## src/rtl/core/assert_macros.svh

```systemverilog
// assertion macros shared by the rtl modules
// no dependencies; include by bare file name
`ifndef ASSERT_MACROS_SVH
`define ASSERT_MACROS_SVH

// same-cycle implication, disabled while reset is held
`define ASSERT_SAME(label, clk, rst_n, ante, cons) \
  label: assert property (@(posedge clk) disable iff (!rst_n) (ante) |-> (cons)) \
    else $error("same-cycle check failed");

// next-cycle implication, disabled while reset is held
`define ASSERT_NEXT(label, clk, rst_n, ante, cons) \
  label: assert property (@(posedge clk) disable iff (!rst_n) (ante) |=> (cons)) \
    else $error("next-cycle check failed");

`endif

```

## src/rtl/core/sft_pkg.sv

```systemverilog
// shared types and constants for the symbol frequency table
// no dependencies
`default_nettype none

package sft_pkg;

  localparam int TABLE_ENTRIES_DEF = 64;
  localparam int COUNT_BITS_DEF    = 16;
  localparam int SYM_BITS          = 8;
  localparam int FREQ_BITS         = 16;
  localparam int REG_IDX_BITS      = 1;
  localparam int CFG_DATA_BITS     = 8;

  localparam logic [SYM_BITS-1:0]  IGNORED_SYMBOL_RST = 8'd32;
  localparam logic [FREQ_BITS-1:0] FREQ_MAX           = 16'hFFFF;

  // register indexes
  localparam logic [REG_IDX_BITS-1:0] REG_IGNORED_SYMBOL = 1'd0;
  localparam logic [REG_IDX_BITS-1:0] REG_IGNORE_ENABLE  = 1'd1;

  // token travelling up the cell chain
  typedef struct packed {
    logic                live;       // slot carries an item
    logic                countable;  // symbol still waiting for a home
    logic                last;       // end of the stream
    logic [SYM_BITS-1:0] sym;
  } sft_tok_t;

  typedef enum logic [2:0] {
    ST_RUN    = 3'b001,
    ST_DRAIN  = 3'b010,
    ST_REPORT = 3'b100
  } sft_state_t;

endpackage

`default_nettype wire

```

## src/rtl/core/sft_cell.sv

```systemverilog
// one table cell: holds one entry, absorbs or forwards the passing token,
// shifts its entry down during the report; uses sft_pkg
`default_nettype none

module sft_cell #(
  parameter int COUNT_BITS = sft_pkg::COUNT_BITS_DEF
) (
  input  wire logic                         clk,
  input  wire logic                         rst_n,
  input  wire sft_pkg::sft_tok_t            tok_in,
  output sft_pkg::sft_tok_t                 tok_out,
  input  wire logic                         shift,
  input  wire logic                         above_valid,
  input  wire logic [sft_pkg::SYM_BITS-1:0] above_sym,
  input  wire logic [COUNT_BITS-1:0]        above_count,
  output logic                              ent_valid,
  output logic [sft_pkg::SYM_BITS-1:0]      ent_sym,
  output logic [COUNT_BITS-1:0]             ent_count
);

  logic                          valid_r, valid_nxt;
  logic [sft_pkg::SYM_BITS-1:0]  sym_r, sym_nxt;
  logic [COUNT_BITS-1:0]         count_r, count_nxt;
  sft_pkg::sft_tok_t             tok_r, tok_nxt;

  // absorb, claim or forward the token; shift entries during report
  always_comb begin
    valid_nxt = valid_r;
    sym_nxt   = sym_r;
    count_nxt = count_r;
    tok_nxt   = tok_in;
    if (shift) begin
      valid_nxt = above_valid;
      sym_nxt   = above_sym;
      count_nxt = above_count;
    end else if (tok_in.live && tok_in.countable) begin
      if (valid_r && (sym_r == tok_in.sym)) begin
        if (count_r != {COUNT_BITS{1'b1}}) begin
          count_nxt = count_r + COUNT_BITS'(1);
        end
        tok_nxt.countable = 1'b0;
      end else if (!valid_r) begin
        valid_nxt         = 1'b1;
        sym_nxt           = tok_in.sym;
        count_nxt         = COUNT_BITS'(1);
        tok_nxt.countable = 1'b0;
      end
    end
  end

  // control state
  always_ff @(posedge clk) begin
    if (!rst_n) begin
      valid_r <= 1'b0;
      tok_r   <= '0;
    end else begin
      valid_r <= valid_nxt;
      tok_r   <= tok_nxt;
    end
  end

  // entry payload
  always_ff @(posedge clk) begin
    sym_r   <= sym_nxt;
    count_r <= count_nxt;
  end

  assign tok_out   = tok_r;
  assign ent_valid = valid_r;
  assign ent_sym   = sym_r;
  assign ent_count = count_r;

endmodule

`default_nettype wire

```

## src/rtl/core/symbol_frequency_table_top.sv

```systemverilog
// Flow: a byte moves one cell per cycle; after a last-marked item the input stalls while
// the chain drains to the top cell; the state and output registers then give the first
// report item; the report has max(entries, 1) items, one per cycle with out_tready high.
// Throughput: one byte per cycle while counting; none during the drain and the report,
// whose pace is set by the shift chain and out_tready.
// Reset: synchronous, active low; empties the table, clears overflow and the output
// valid, and sets the ignored symbol to a space with the filter on.
`default_nettype none
`include "assert_macros.svh"

module symbol_frequency_table_top #(
  parameter int TABLE_ENTRIES = sft_pkg::TABLE_ENTRIES_DEF,
  parameter int COUNT_BITS    = sft_pkg::COUNT_BITS_DEF
) (
  input  wire logic                              clk,
  input  wire logic                              rst_n,
  // input channel
  input  wire logic                              in_tvalid,
  output logic                                   in_tready,
  input  wire logic [7:0]                        in_tdata,   // [7:0] symbol
  input  wire logic                              in_tlast,   // last
  // result channel
  output logic                                   out_tvalid,
  input  wire logic                              out_tready,
  output logic [23:0]                            out_tdata,  // [7:0] out_symbol, [23:8] frequency
  output logic                                   out_tuser,  // [0] overflow
  output logic                                   out_tlast,  // final_res
  // configuration
  input  wire logic                              cfg_wr_en,
  input  wire logic [sft_pkg::REG_IDX_BITS-1:0]  cfg_index,
  input  wire logic [sft_pkg::CFG_DATA_BITS-1:0] cfg_wdata
);

  sft_pkg::sft_state_t           state_r, state_nxt;
  logic [sft_pkg::SYM_BITS-1:0]  ign_sym_r;
  logic                          ign_en_r;
  logic                          overflow_r, overflow_nxt;

  logic                          out_valid_r, out_valid_nxt;
  logic [sft_pkg::SYM_BITS-1:0]  out_sym_r, out_sym_nxt;
  logic [sft_pkg::FREQ_BITS-1:0] out_freq_r, out_freq_nxt;
  logic                          out_ovf_r, out_fin_r, out_fin_nxt;

  sft_pkg::sft_tok_t             tok [0:TABLE_ENTRIES];
  logic                          ev  [0:TABLE_ENTRIES];
  logic [sft_pkg::SYM_BITS-1:0]  es  [0:TABLE_ENTRIES];
  logic [COUNT_BITS-1:0]         ec  [0:TABLE_ENTRIES];

  logic                          load;
  logic                          shift;
  logic [31:0]                   count_ext;

  // input token into the chain
  assign in_tready = (state_r == sft_pkg::ST_RUN);

  always_comb begin
    tok[0].live      = in_tvalid && in_tready;
    tok[0].countable = !(ign_en_r && (in_tdata == ign_sym_r));
    tok[0].last      = in_tlast;
    tok[0].sym       = in_tdata;
  end

  // empty slot above the top cell
  assign ev[TABLE_ENTRIES] = 1'b0;
  assign es[TABLE_ENTRIES] = '0;
  assign ec[TABLE_ENTRIES] = '0;

  // the cell chain
  for (genvar i = 0; i < TABLE_ENTRIES; i++) begin : g_cell
    sft_cell #(
      .COUNT_BITS (COUNT_BITS)
    ) u_cell (
      .clk         (clk),
      .rst_n       (rst_n),
      .tok_in      (tok[i]),
      .tok_out     (tok[i+1]),
      .shift       (shift),
      .above_valid (ev[i+1]),
      .above_sym   (es[i+1]),
      .above_count (ec[i+1]),
      .ent_valid   (ev[i]),
      .ent_sym     (es[i]),
      .ent_count   (ec[i])
    );
  end

  // report control
  assign load      = (state_r == sft_pkg::ST_REPORT) && (!out_valid_r || out_tready);
  assign shift     = load && ev[0];
  assign count_ext = 32'(ec[0]);

  always_comb begin
    out_sym_nxt  = '0;
    out_freq_nxt = '0;
    out_fin_nxt  = 1'b1;
    if (ev[0]) begin
      out_sym_nxt  = es[0];
      out_freq_nxt = (count_ext > 32'(sft_pkg::FREQ_MAX)) ? sft_pkg::FREQ_MAX
                                                          : count_ext[15:0];
      out_fin_nxt  = !ev[1];
    end
  end

  // run, drain after a last-marked item, then report
  always_comb begin
    state_nxt    = state_r;
    overflow_nxt = overflow_r;
    unique case (state_r)
      sft_pkg::ST_RUN: begin
        if (tok[TABLE_ENTRIES].live && tok[TABLE_ENTRIES].countable) begin
          overflow_nxt = 1'b1;
        end
        if (in_tvalid && in_tlast) begin
          state_nxt = sft_pkg::ST_DRAIN;
        end
      end
      sft_pkg::ST_DRAIN: begin
        if (tok[TABLE_ENTRIES].live && tok[TABLE_ENTRIES].countable) begin
          overflow_nxt = 1'b1;
        end
        if (tok[TABLE_ENTRIES].live && tok[TABLE_ENTRIES].last) begin
          state_nxt = sft_pkg::ST_REPORT;
        end
      end
      sft_pkg::ST_REPORT: begin
        if (load && out_fin_nxt) begin
          state_nxt    = sft_pkg::ST_RUN;
          overflow_nxt = 1'b0;
        end
      end
      default: begin
        state_nxt = sft_pkg::ST_RUN;
      end
    endcase
  end

  assign out_valid_nxt = load ? 1'b1 : (out_tready ? 1'b0 : out_valid_r);

  // control registers and configuration
  always_ff @(posedge clk) begin
    if (!rst_n) begin
      state_r     <= sft_pkg::ST_RUN;
      overflow_r  <= 1'b0;
      out_valid_r <= 1'b0;
      ign_sym_r   <= sft_pkg::IGNORED_SYMBOL_RST;
      ign_en_r    <= 1'b1;
    end else begin
      state_r     <= state_nxt;
      overflow_r  <= overflow_nxt;
      out_valid_r <= out_valid_nxt;
      if (cfg_wr_en) begin
        unique case (cfg_index)
          sft_pkg::REG_IGNORED_SYMBOL: ign_sym_r <= cfg_wdata[7:0];
          sft_pkg::REG_IGNORE_ENABLE:  ign_en_r  <= cfg_wdata[0];
          default: ;
        endcase
      end
    end
  end

  // output payload
  always_ff @(posedge clk) begin
    if (load) begin
      out_sym_r  <= out_sym_nxt;
      out_freq_r <= out_freq_nxt;
      out_ovf_r  <= overflow_r;
      out_fin_r  <= out_fin_nxt;
    end
  end

  assign out_tvalid = out_valid_r;
  assign out_tdata  = {out_freq_r, out_sym_r};
  assign out_tuser  = out_ovf_r;
  assign out_tlast  = out_fin_r;

  // checks
  `ASSERT_SAME(a_state_onehot, clk, rst_n, 1'b1, $onehot(state_r))
  `ASSERT_NEXT(a_drain_to_report, clk, rst_n,
               (state_r == sft_pkg::ST_DRAIN) && tok[TABLE_ENTRIES].live
               && tok[TABLE_ENTRIES].last,
               state_r == sft_pkg::ST_REPORT)
  `ASSERT_NEXT(a_final_clears, clk, rst_n, load && out_fin_nxt,
               (state_r == sft_pkg::ST_RUN) && !overflow_r && !ev[0])
  `ASSERT_SAME(a_no_token_in_report, clk, rst_n, state_r == sft_pkg::ST_REPORT,
               !tok[TABLE_ENTRIES].live && !in_tready)

endmodule

`default_nettype wire
```

## config.mk

```make
export PLATFORM = sky130hd
export DESIGN_NAME = symbol_frequency_table_top
export DESIGN_NICKNAME = d
export VERILOG_FILES = /design/src/rtl/core/sft_pkg.sv /design/src/rtl/core/sft_cell.sv /design/src/rtl/core/symbol_frequency_table_top.sv
export VERILOG_INCLUDE_DIRS = /design/src /design/src/rtl/core
export SDC_FILE = /design/constraint.sdc
export NUM_CORES = 2
export LEC_CHECK = 0
export BUFFER_PORTS_ARGS = -buffer_cell sky130_fd_sc_hd__clkbuf_2
export CAP_MARGIN = 10
export CORE_MARGIN = 1
export CORE_UTILIZATION = 55
export DETAILED_ROUTE_END_ITERATION = 6
export GPL_TIMING_DRIVEN = 1
export MAX_ROUTING_LAYER = met4
export PLACE_DENSITY = 0.7
export SYNTH_ARGS = -nofsm -noshare
export SYNTH_HDL_FRONTEND = slang
export SYNTH_SLANG_ARGS = --single-unit
```

## constraint.sdc

```tcl
create_clock -name clk -period 2.9 [get_ports clk]
set_input_delay 0 -clock clk [delete_from_list [all_inputs] [get_ports clk]]
set_output_delay 0 -clock clk [all_outputs]
set_load 0.005 [all_outputs]
```

# Word-level counts from Yosys, hierarchy flattened
# Index checks and enable logic that the tools add are counted.
# Widths: inputs -> output; s select.
# op_classes
n_eq_ne	390
n_lt_le_gt_ge	1
addsub	64
n_reduce_logical	403
n_bitwise	4
mux	1026
# ops
op	count
$mux 16	319
$mux 8	252
$add 16x1->16 const B	64
$ne 16x16->1 const B	64
$eq 8x8->1	65
$mux 1	450
$reduce_and 3->1	130
$ne 3x3->1 const B	124
$ne 2x2->1 const B	127
$logic_and 1x1->1	136
$reduce_and 2->1	66
$reduce_bool 2->1	65
$gt 16x16->1 const B	1
$ne 2x1->1 const B	5
$mux 3	3
$pmux 3 s3	1
$ne 3x2->1 const B	2
$not 1->1	4
$reduce_or 2->1	2
$eq 3x1->1 const B	1
$eq 3x2->1 const B	1
$eq 3x3->1 const B	1
$logic_not 1->1	3
$pmux 1 s2	1
$logic_or 1x1->1	1
# word_totals
inputBits	23
word_cells	2344
ff_bits	2336
output_inout_bits	28

# Logic depth before layout (Yosys ltp)
# logic_depth
depth_word	7
ltp_mapped	10
depth_no_buf	7

# Hierarchy
# From an unflattened synthesis, not the netlist that was laid out.
# hier_totals
hier_cells	10019
area_unflattened_um2	112517.9
# by_module_without_submodules
mod	seq_area_each_um2	area_each_um2	n_inst	cells_each
sft_cell (g_cell[0].u_cell ...)	960.9	1727.9	51	154
sft_cell (g_cell[57].u_cell ...)	960.9	1752.9	12	156
sft_cell (g_cell[56].u_cell)	960.9	1715.4	1	155
symbol_frequency_table_top	1061.0	1644.1	1	138

# Least setup slack after synthesis
# No wires, ideal clock.
# synth_path
kind	reg2reg
startpoint	register state_r[2]
endpoint	register g_cell[38].u_cell.count_r[0], enable pin
setup_time_ns	0.373
stages_incl_launch_ff	10
t_required_ns	2.527
path_buffers	3
slack_ns	0.062
arrival_time_ns	2.464
synth_period_minus_slack_ns	2.838
cell_sequence	dfxtp_1 > nor3b_2 > nand2b_2 > inv_2 > nand2_4 > buf_6 > buf_6 > buf_2 > o21ai_0 > a31o_1
# synth_between
elab_chain_cells	5
word_cells_on_any_way	7
classes_between	eq/ne (3); reduce/logical (4)
# synth_lines
element	line_no	text
from (decl)	symbol_frequency_table_top.sv:34	sft_pkg::sft_state_t state_r, state_nxt;
from (signal assigned)	symbol_frequency_table_top.sv:142	state_r <= sft_pkg::ST_RUN;
from (signal assigned)	symbol_frequency_table_top.sv:148	state_r <= state_nxt;
$eq 3x3->1 *	symbol_frequency_table_top.sv:88	assign load = (state_r == sft_pkg::ST_REPORT) && (!out_valid_r || out_tready);
$logic_and 1x1->1 *	symbol_frequency_table_top.sv:88	
via load	symbol_frequency_table_top.sv:49	logic load;
$logic_and 1x1->1 *	symbol_frequency_table_top.sv:89	assign shift = load && ev[0];
$ne 3x3->1 (no line) / $reduce_bool 2->1 (equally long branches)	-	
$reduce_and 3->1 (no line) *	-	
to (signal assigned)	sft_cell.sv:65	count_r <= count_nxt;
to (decl)	sft_cell.sv:23	logic [COUNT_BITS-1:0] count_r, count_nxt;
# The timed path passes the listed nets; every way through them passes the cells marked *.
# A chain may end at the register's enable or synchronous reset.

# Worst setup path after layout
# layout_path
startpoint	register state_r[2]
endpoint	register g_cell[45].u_cell.count_r[5], data pin
# layout_between
elab_chain_cells	4
# layout_lines
element	line_no	text
$eq 3x3->1	symbol_frequency_table_top.sv:88	
$logic_and 1x1->1	symbol_frequency_table_top.sv:88	
via load	symbol_frequency_table_top.sv:49	
$logic_and 1x1->1	symbol_frequency_table_top.sv:89	
$mux 16	sft_cell.sv:32	if (shift) begin
via g_cell[45].u_cell.count_nxt[5]	sft_cell.sv:23	
to (signal assigned)	sft_cell.sv:65	
to (decl)	sft_cell.sv:23	
# The timed path passes the listed nets, and every way through them passes these cells.

==> impl_metrics.yaml <==
synthesis:
  yosys.area.top_type: "edfxtp_1"
  synth-main-ff-cell: "edfxtp_1"
  synth_cells: 10760
  synth_seq_cells: 2336
  async_reset_ff_frac: 0
  synth.area.top_cells: "edfxtp_1 43%, dfxtp_1 15%, nand2_1 10%"
  synth.distinct_cells: 60
  syn_area_um2: 108500
  synth_warnings: 0
  synth.avg_cell_area_um2: 10.09
  synth_edf_count: 1538
  syn_nets: 10840
  yosysTopAreaCellShare: 0.4256
  ys_seq_area_frac: 0.5729
final_layout:
  final_common_cell: "nand2_1"
  nFillCells: 15720
  drive_above_1_share: 0.06364
  nNetsFinal: 10990
  syn_to_final_growth_pct: 11.42
  mostFrequentLayoutCells: "2956 x nand2_1, 1538 x edfxtp_1, 933 x o21ai_0"
clocking:
  clock_tree.root_cell: "clkbuf_16"
  post_cts_resized: 0
  cts_tree: "built"
  clkSinkCount: 2336
  cts_inserted_buffers: 233
  path_clk_slew_ps: 60
  clock_path_buffers: 3
  clock_latency_ps: 880
  cts_max_level: 4
critical_path:
  cpMaxStageDelayCell: "dfxtp_1"
  cp_max_fo: 29
  worst_setup_path_start_kind: "register"
  slowest_delay_ps: 410
  crit_required_ps: 3520
  critical-path-top-delay-family: "simple AND/OR/NAND/NOR gates"
  worstPathCellList: "nor3b_2 -> nand2b_2 -> inv_2 -> nand2_8 -> buf_12 -> buf_4 -> nand3_1 -> inv_1 -> a22o_1"
  crit_start: "state_r[2]$_SDFFE_PN0P_"
  reg2reg_from: "state_r[2]$_SDFFE_PN0P_"
  worstPathArrival_ps: 3300
  path_buf_inv: 4
  critical_path_class: "register to register"
  cp-end-kind: "register"
place:
  hpwl_mm: 152.6
  gp_congestion: 0.8438
  portBuffers: 50
sta:
  hold_viol: 0
  finalClockSkew_ps: 34.96
  min_period_ps: 2682
  worst_pin_slew_ps: 1161
  rsz0062_at_grt: "false"
  tns_ps: 0
  whs_ps: 53.24
  setup_viol: 0
  maxSlewViolCount: 0
  timing.slew.headroom: 0.2177
  period_share: 0.9247
  fmax_mhz: 372.9
hold_path:
  min_path_type: "input pin to register"
  hold_start: "in_tdata[0]"
global_routing:
  antenna_found_initial: 4
  grt_pass1_wl_mm: 379.5
  grt_max_degree: 127
  grt.met1_usage: 0.3250
  track_usage: 0.2335
  gr-usage-met3: 0.02738
  grtUsageMet2: 0.3647
  grt_pass1_vias: 74490
  top_usage_layer: "met2"
  grt_remaining_overflow: 0
detailed_routing:
  drtAntennaViolNets: 0
  wl_per_cell_um: 16.52
  drt_wl_total_mm: 227.0
  viasPerCell: 5.478
  drt_first_iter_violations: 5785
  drc: 0
  dr_total_vias: 75240
  drt_pass1_iterations: 6
floorplan:
  dieArea_um2: 199100
  num_io_pins: 51
  start_util: 0.5553
  core-area_um2: 195400
  die_height_um: 446.2
  dieWidth_um: 446.2
  num_rows: 162
power:
  powerDensity_nw_per_um2: 554.5
  ir_drop_v: 0.0005837
  leakage_nw: 45.20
run_status:
  status: "completed"
flow_run:
  drv_cap: 0
-- power breakdown --
part,switching (mW),internal (mW)
registers,0.0703,35.1
clock network,13.0,18.3
logic,0.313,0.202
-- final timing paths --
| kind | end | slack, ps | depth (start not counted) |
|---|---|---|---|
| max | g_cell[45].u_cell.ent_count[5]$_DFFE_PP_ | 220 | 9 |
| min | g_cell[0].u_cell.tok_out[0]$_SDFF_PN0_ | 50 | 3 |
| max reg2reg | g_cell[45].u_cell.ent_count[5]$_DFFE_PP_ | 220 | 9 |
| min reg2reg | g_cell[17].u_cell.tok_out[9]$_SDFF_PN0_ | 420 | 2 |
-- sequential cells by signal (all words and copies together), names as in the netlist, 3 cells and up --
register	count
state_r	3
out_sym_r	8
g_cell.u_cell.ent_sym	512
out_freq_r	16
g_cell.u_cell.ent_valid	64
g_cell.u_cell.tok_out	696
g_cell.u_cell.ent_count	1024
ign_sym_r	8
-- timing repair --
action / in CTS / in global routing
hold buffers: 62 / 0
setup buffers: 0 / 0
endpoints found under the hold margin: 479 / 0
-- cells in the mapped netlist (17+ instances only) --
| cell type | number |
|---|---|
| and2_1 | 672 |
| o221a_1 | 42 |
| inv_1 | 117 |
| clkbuf_1 | 130 |
| nor2_1 | 358 |
| xor2_1 | 696 |
| nor4_1 | 41 |
| o21ai_0 | 951 |
| xnor2_1 | 712 |
| nand3_1 | 387 |
| o22ai_1 | 46 |
| buf_2 | 281 |
| and3_1 | 184 |
| a31oi_1 | 66 |
| nand2_1 | 2956 |
| nand4_1 | 273 |
| a21boi_0 | 25 |
| ha_1 | 64 |
| nand3b_1 | 18 |
| nor3_1 | 50 |
| a31o_2 | 21 |
| dfxtp_1 | 798 |
| a21o_1 | 17 |
| and4_1 | 31 |
| edfxtp_1 | 1538 |
| a21oi_1 | 97 |
| o211a_1 | 18 |
| a22o_1 | 78 |
-- kinds of logic (layout without fill, tap and decap cells) --
kind of cell	Yosys count	count (layout)	synth area share
AO/OA/AOI/OAI	1386	1386	0.07373
XOR/XNOR	1408	1408	0.1137
adder cells (fa/ha/maj)	64	64	0.007380
buffers and inverters	541	894	0.02269
flip-flops	2336	2336	0.5729
multiplexers	2	2	0.0001960
other	0	3	0
AND/OR/NAND/NOR	5019	5019	0.2095
-- worst min-delay path: cells and delay by family --
family / cells / cell delay, ps
AND/OR/NAND/NOR: 1 / 140
buffers and inverters: 2 / 750
-- layout make-up --
type,instances,area [um^2],area share
diodes,3,7.507,0.00006210
clock buffers,337,7019,0.05806
clock inverters,107,1105,0.009138
inverters,118,442.9,0.003664
multi-input cells,7879,43890,0.3631
flip-flops and latches,2336,62160,0.5141
well taps,2624,3283,0.02716
repair buffers,332,2988,0.02471
-- metrics by stage --
step	instances	power, mW	cell area, um^2	worst slack (ps)	util
6_report	13740	67.03	120900	218.4	0.6187
5_1_grt	13740	68.97	120900	28.60	0.6187
4_1_cts	13730	67.61	120900	253.6	0.6185
3_5_place_dp	13220	36.36	112100	264.5	0.5738
3_3_place_gp	13220	36.35	112100	328.0	0.5738
2_1_floorplan	10760	36.17	108500	62.20	-
-- per-layer routing --
layer	wire length (um)	part of all wire
met1	107200	0.47
met2	105600	0.47
met3	9642	0.042
met4	4546	0.020
met5	0	0
(Power assumes the default switching activity.)
